$ cat config.mk
export PLATFORM = sky130hd
export DESIGN_NAME = pad_fifo
export DESIGN_NICKNAME = d
export VERILOG_FILES = /design/src/pad_pkg.sv /design/src/pad_fifo.sv
export SDC_FILE = /design/constraint.sdc
export NUM_CORES = 1
export LEC_CHECK = 0
export ABC_CLOCK_PERIOD_IN_PS = 2700
export BUFFER_PORTS_ARGS = -buffer_cell sky130_fd_sc_hd__buf_2
export CORE_UTILIZATION = 25
export DETAILED_ROUTE_END_ITERATION = 7
export PLACE_DENSITY = 0.46
export SYNTH_ARGS = -nofsm -noshare
export SYNTH_HDL_FRONTEND = slang
export SYNTH_SLANG_ARGS = --single-unit
$ cat constraint.sdc
create_clock -name i_clk -period 2.7 [get_ports i_clk]
set_input_delay 0.405 -clock i_clk [delete_from_list [all_inputs] [get_ports i_clk]]
set_output_delay 0.405 -clock i_clk [all_outputs]
set_load 0.005 [all_outputs]
$ cat src/pad_pkg.sv
// Shared constants and types for the polyline area decimator.
// No dependencies; used by pad_core, pad_fifo and polyline_area_decimator.
package pad_pkg;

    localparam int COORD_WIDTH = 16;
    localparam int LIMIT_WIDTH = 34;
    localparam int FIFO_DEPTH  = 4;

    // Write strobes from the decision stage into the result queue.
    // vld1 is only ever set together with vld0.
    typedef struct packed {
        logic vld0;
        logic vld1;
    } t_wr;

endpackage

$ cat src/pad_fifo.sv
// Small result queue: takes up to two requests per cycle, releases one.
// Depends on pad_pkg (t_wr, FIFO_DEPTH).
module pad_fifo #(
    parameter int DW = 2 * pad_pkg::COORD_WIDTH + 1
) (
    input  logic         i_clk,
    input  logic         i_rst_n,
    input  pad_pkg::t_wr i_wr,
    input  logic [DW-1:0] i_d0,
    input  logic [DW-1:0] i_d1,
    output logic         o_room2,
    output logic         o_valid,
    output logic [DW-1:0] o_data,
    input  logic         i_ready
);

    localparam int DEPTH = pad_pkg::FIFO_DEPTH;
    localparam int PW = $clog2(DEPTH);
    localparam int CNTW = $clog2(DEPTH + 1);

    logic [DW-1:0]   r_mem [DEPTH];
    logic [PW-1:0]   r_wr_ptr, r_rd_ptr;
    logic [CNTW-1:0] r_cnt, n_cnt;
    logic            pop;
    logic [PW-1:0]   wr_ptr1;

    assign pop     = o_valid && i_ready;
    assign o_valid = (r_cnt != '0);
    assign o_data  = r_mem[r_rd_ptr];
    assign o_room2 = (r_cnt <= CNTW'(DEPTH - 2));
    assign wr_ptr1 = r_wr_ptr + PW'(1);

    always_comb begin
        n_cnt = r_cnt + CNTW'(i_wr.vld0) + CNTW'(i_wr.vld1) - CNTW'(pop);
    end

    always_ff @(posedge i_clk) begin
        if (!i_rst_n) begin
            r_wr_ptr <= '0;
            r_rd_ptr <= '0;
            r_cnt    <= '0;
        end else begin
            r_cnt <= n_cnt;
            if (pop) begin
                r_rd_ptr <= r_rd_ptr + PW'(1);
            end
            if (i_wr.vld1) begin
                r_wr_ptr <= r_wr_ptr + PW'(2);
            end else if (i_wr.vld0) begin
                r_wr_ptr <= wr_ptr1;
            end
        end
        if (i_wr.vld0) begin
            r_mem[r_wr_ptr] <= i_d0;
        end
        if (i_wr.vld1) begin
            r_mem[wr_ptr1] <= i_d1;
        end
    end

    a_no_overflow: assert property (@(posedge i_clk) disable iff (!i_rst_n)
        r_cnt <= CNTW'(DEPTH))
        else $error("result queue overflow");

    a_pair_ordered: assert property (@(posedge i_clk) disable iff (!i_rst_n)
        i_wr.vld1 |-> i_wr.vld0 && o_room2)
        else $error("second request without first or without room");

endmodule

==> impl_metrics.py <==
metrics = {
    "final_layout": {
        "n_fill_cell": 2833,
        "syn_to_final_growth_pct": 20.06,
        "final_layout_size_suffix_gt1_share_pct": 63.51,
        "finish.net_count": 573,
    },
    "die": {
        "start_util_pct": 25.61,
        "die-height_um": 174.2,
        "floorplan.die_area_um2": 30330,
        "chipWidth_um": 174.2,
        "pin_count": 106,
        "core_area_um2": 28940,
        "std_cell_rows": 62,
    },
    "routing": {
        "drtAntennaViolNets": 0,
        "drt_pass1_iterations": 4,
        "drc": 0,
        "finalWirelength_um": 17250,
        "drt-wirelength-per-cell_um": 19.32,
        "vias_per_cell": 4.216,
        "vias": 3765,
        "drt_iter0_drc": 161,
    },
    "setup_path": {
        "critical-path-top-delay-family": "flip-flops",
        "worstSetupStartpointType": "flop",
        "setup.reg_to_reg.worst_slack_ns": 0.51,
        "critical_path.cell_chain": "buf_12 -> mux4_2 -> buf_2",
        "worst-r2r-cell-count": 7,
        "critPathArrivalTime_ns": 1.90,
        "crit_required_ns": 2.30,
        "critical_path_fanout_max": 18,
        "critical_path.endpoint_type": "primary output",
        "crit_path_max_incr_delay_ns": 0.71,
        "setup.worst_path.class": "reg -> out",
        "cp_slowest_cell": "sky130_fd_sc_hd__dfxtp_2",
        "reg2reg_to": "r_cnt[2]$_SDFF_PN0_",
        "worstReg2RegStart": "r_cnt[1]$_SDFF_PN0_",
        "worst-path-buf-inv": 2,
    },
    "power": {
        "clk_pwr_share_pct": 32.9,
        "cell_internal_pwr_w": 0.004668,
        "p_per_area_nw_per_um2": 722.6,
        "power_frac_comb_pct": 24.6,
        "switching_power_w": 0.001761,
        "post-layout-total-power_w": 0.006428,
        "total_leakage_power_nw": 3.583,
        "power_frac_seq_pct": 42.5,
        "worst_supply_voltage_drop_on_vdd_mv": 0.3936,
        "switching_share_pct": 27.39,
    },
    "timing": {
        "hold_viol_final": 0,
        "hold_slack_ns": 0.2620,
        "setup_violations": 0,
        "setup_tns_ns": 0,
        "fin_crit_ns": 2.302,
        "fin_ws_ns": 0.3978,
        "timing.final.crit_share_pct": 85.26,
        "worst_clock_skew_ns": 0.01560,
        "fmax_mhz": 434.4,
        "grt_setup_unrepaired": "false",
        "timing.final.max_slew_violations": 0,
        "tightestPinTransition_ns": 0.6135,
        "worst_slew_margin_rel_pct": 59.10,
    },
    "status": {
        "outcome": "complete, no violations",
    },
    "min_path": {
        "whs_endpoint": "r_wr_ptr[1]$_SDFFE_PN0P_",
        "holdPathStages": 3,
        "worst_hold_startpoint": "i_rst_n",
        "worst_hold_path_type": "in -> reg",
    },
    "clock_tree": {
        "tritoncts_clock_tree": "built",
        "clock_sinks": 141,
        "clock_tree.root_cell": "sky130_fd_sc_hd__clkbuf_16",
        "post_cts_hold_buffer_count": 0,
        "post_cts_setup_driven_buffer_insertion_count": 0,
        "cts_max_level": 4,
        "clk_latency_ns": 0.42,
        "cts_made_buffers": 17,
        "bufs_on_longest_clock_path": 2,
        "post_cts_resize_count": 0,
        "cts.clk_slew.worst_paths_ns": 0.06,
    },
    "yosys": {
        "synth_top_cells_by_area": "sky130_fd_sc_hd__edfxtp_1 53%, sky130_fd_sc_hd__mux2_4 24%, sky130_fd_sc_hd__mux4_2 9.1%, sky130_fd_sc_hd__dfxtp_1 2.4%, sky130_fd_sc_hd__mux2_2 2.4%",
        "syn_nets": 454,
        "netlist_area_um2": 7410,
        "post_synth.cell_area_avg_um2": 19.76,
        "yosys.cell_count.top_type": "sky130_fd_sc_hd__edfxtp_1",
        "synth-edff-count": 132,
        "synth_flop_cell": "sky130_fd_sc_hd__edfxtp_1",
        "synth_cell_type_count": 29,
        "seq_area_frac_synth_pct": 55.93,
        "ys_top_cells_by_count": "132 x sky130_fd_sc_hd__edfxtp_1, 116 x sky130_fd_sc_hd__mux2_4, 30 x sky130_fd_sc_hd__mux4_2",
        "synthArstFlopShare_pct": 0,
        "synth_top_cell_by_area": "sky130_fd_sc_hd__edfxtp_1",
        "ys_seq_elements": 141,
        "synthCells": 375,
        "yosys_warnings": 0,
        "yosys_top_cell_area_share_pct": 53.50,
    },
    "placement": {
        "place.gp.congestion": 0.6880,
        "io_buffers": 105,
        "pre_cts_ws_ns": 0.5121,
        "place.detailed.hpwl_um": 11110,
    },
    "global_routing": {
        "pin_count_of_the_biggest_net_entering_global_routing": 34,
        "grt_pass1_wl_um": 25520,
        "antenna_found_initial": 2,
        "first_global_vias": 4147,
        "groute.usage.overall_pct": 11.66,
        "global_route.overflow_total": 0,
    },
    "run": {
        "timing.max_cap.violations": 0,
    },
}
per-layer routing:
layer	track usage (%)	wire length [um]	vias up	share of wire, %
li1	-	-	1738	-
met1	13.59	7313	1940	42
met2	20.90	9087	73	53
met3	2.909	658	14	3.8
met4	3.618	195	0	1.1
met5	0	0	-	0
worst min-delay path, cell delays in order:
cell and delay, ns:
sky130_fd_sc_hd__buf_2 0.14, sky130_fd_sc_hd__nand2_1 0.06, sky130_fd_sc_hd__a21oi_1 0.03
cells in the final DEF, fill, tap and decap left out:
master                       count
sky130_fd_sc_hd__edfxtp_1      132
sky130_fd_sc_hd__mux2_4        116
sky130_fd_sc_hd__buf_2         105
sky130_fd_sc_hd__mux4_2         30
sky130_fd_sc_hd__clkbuf_16      17
sky130_fd_sc_hd__mux2_2         16
sky130_fd_sc_hd__buf_4          12
sky130_fd_sc_hd__inv_1           7
sky130_fd_sc_hd__clkinvlp_4      7
sky130_fd_sc_hd__dfxtp_1         7
sky130_fd_sc_hd__nand2_1         6
sky130_fd_sc_hd__ha_1            6
sky130_fd_sc_hd__nand2_4         4
sky130_fd_sc_hd__nand2_2         4
sky130_fd_sc_hd__and2_1          4
sky130_fd_sc_hd__buf_12          4
sky130_fd_sc_hd__mux4_1          3
sky130_fd_sc_hd__xnor2_1         3
sky130_fd_sc_hd__inv_6           3
sky130_fd_sc_hd__diode_2         2
sky130_fd_sc_hd__nor2b_1         2
sky130_fd_sc_hd__fa_1            2
sky130_fd_sc_hd__dfxtp_2         2
sky130_fd_sc_hd__clkinv_1        2
sky130_fd_sc_hd__clkinv_2        2
sky130_fd_sc_hd__o31a_1          1
sky130_fd_sc_hd__nor2_1          1
sky130_fd_sc_hd__a21o_1          1
sky130_fd_sc_hd__o311ai_1        1
sky130_fd_sc_hd__o21bai_1        1
sky130_fd_sc_hd__a211o_1         1
sky130_fd_sc_hd__a21oi_1         1
sky130_fd_sc_hd__o21ai_0         1
sky130_fd_sc_hd__or3_1           1
sky130_fd_sc_hd__a21boi_0        1
sky130_fd_sc_hd__clkbuf_1        1
kinds of logic after synthesis:
family / Yosys count / synth area share, %
compound gates: 8 / 0.7937
xor+xnor: 3 / 0.3547
fa+ha+maj: 8 / 1.554
buf+inv: 28 / 3.495
flops: 141 / 55.93
mux: 165 / 36.12
simple gates: 22 / 1.756
power by group through the flow:
stage               registers [W]  logic, W  clock network (W)
finish                    0.00273   0.00158            0.00211
global route              0.00275   0.00172            0.00226
CTS                       0.00274   0.00163            0.00217
detailed placement        0.00278   0.00163                  0
global placement          0.00277   0.00160                  0
floorplan                 0.00273   0.00114                  0
worst max path at each step:
stage          slack, ns  cells after the start             endpoint                 from
5_1_grt             0.29                      3            o_data[0]                 flop
4_1_cts             0.32                      3            o_data[3]                 flop
6_report            0.40                      3            o_data[3]                 flop
2_1_floorplan       0.65                      7  r_cnt[2]$_SDFF_PN0_  r_cnt[0]$_SDFF_PN0_
3_5_place_dp        0.51                      7  r_cnt[2]$_SDFF_PN0_  r_cnt[1]$_SDFF_PN0_
3_3_place_gp        0.59                      8  r_cnt[2]$_SDFF_PN0_              i_ready
metrics by stage:
| step | std cells | utilization, % | instance area (um^2) |
|---|---|---|---|
| 2_1_floorplan | 375 | - | 7410 |
| 3_3_place_gp | 859 | 28.91 | 8366 |
| 3_5_place_dp | 859 | 28.91 | 8366 |
| 4_1_cts | 891 | 30.73 | 8891 |
| 5_1_grt | 892 | 30.74 | 8894 |
| 6_report | 893 | 30.74 | 8896 |
final cells by class:
cell class	instances	area, um^2	share of cell area, %
sequential	141	4146	46.61
multi-input combinational	206	3017	33.91
timing repair buffer	121	695.7	7.820
tap	384	480.5	5.401
clock buffer	18	429.2	4.824
clock inverter	14	96.34	1.083
inverter	7	26.28	0.2954
antenna	2	5.005	0.05626
sequential cells by signal, summed over array words and instances, names as in the netlist, named ones only:
register / cells
r_wr_ptr: 2
r_mem: 132
r_rd_ptr: 2
r_cnt: 3
Power figures use the tool's default switching activity.
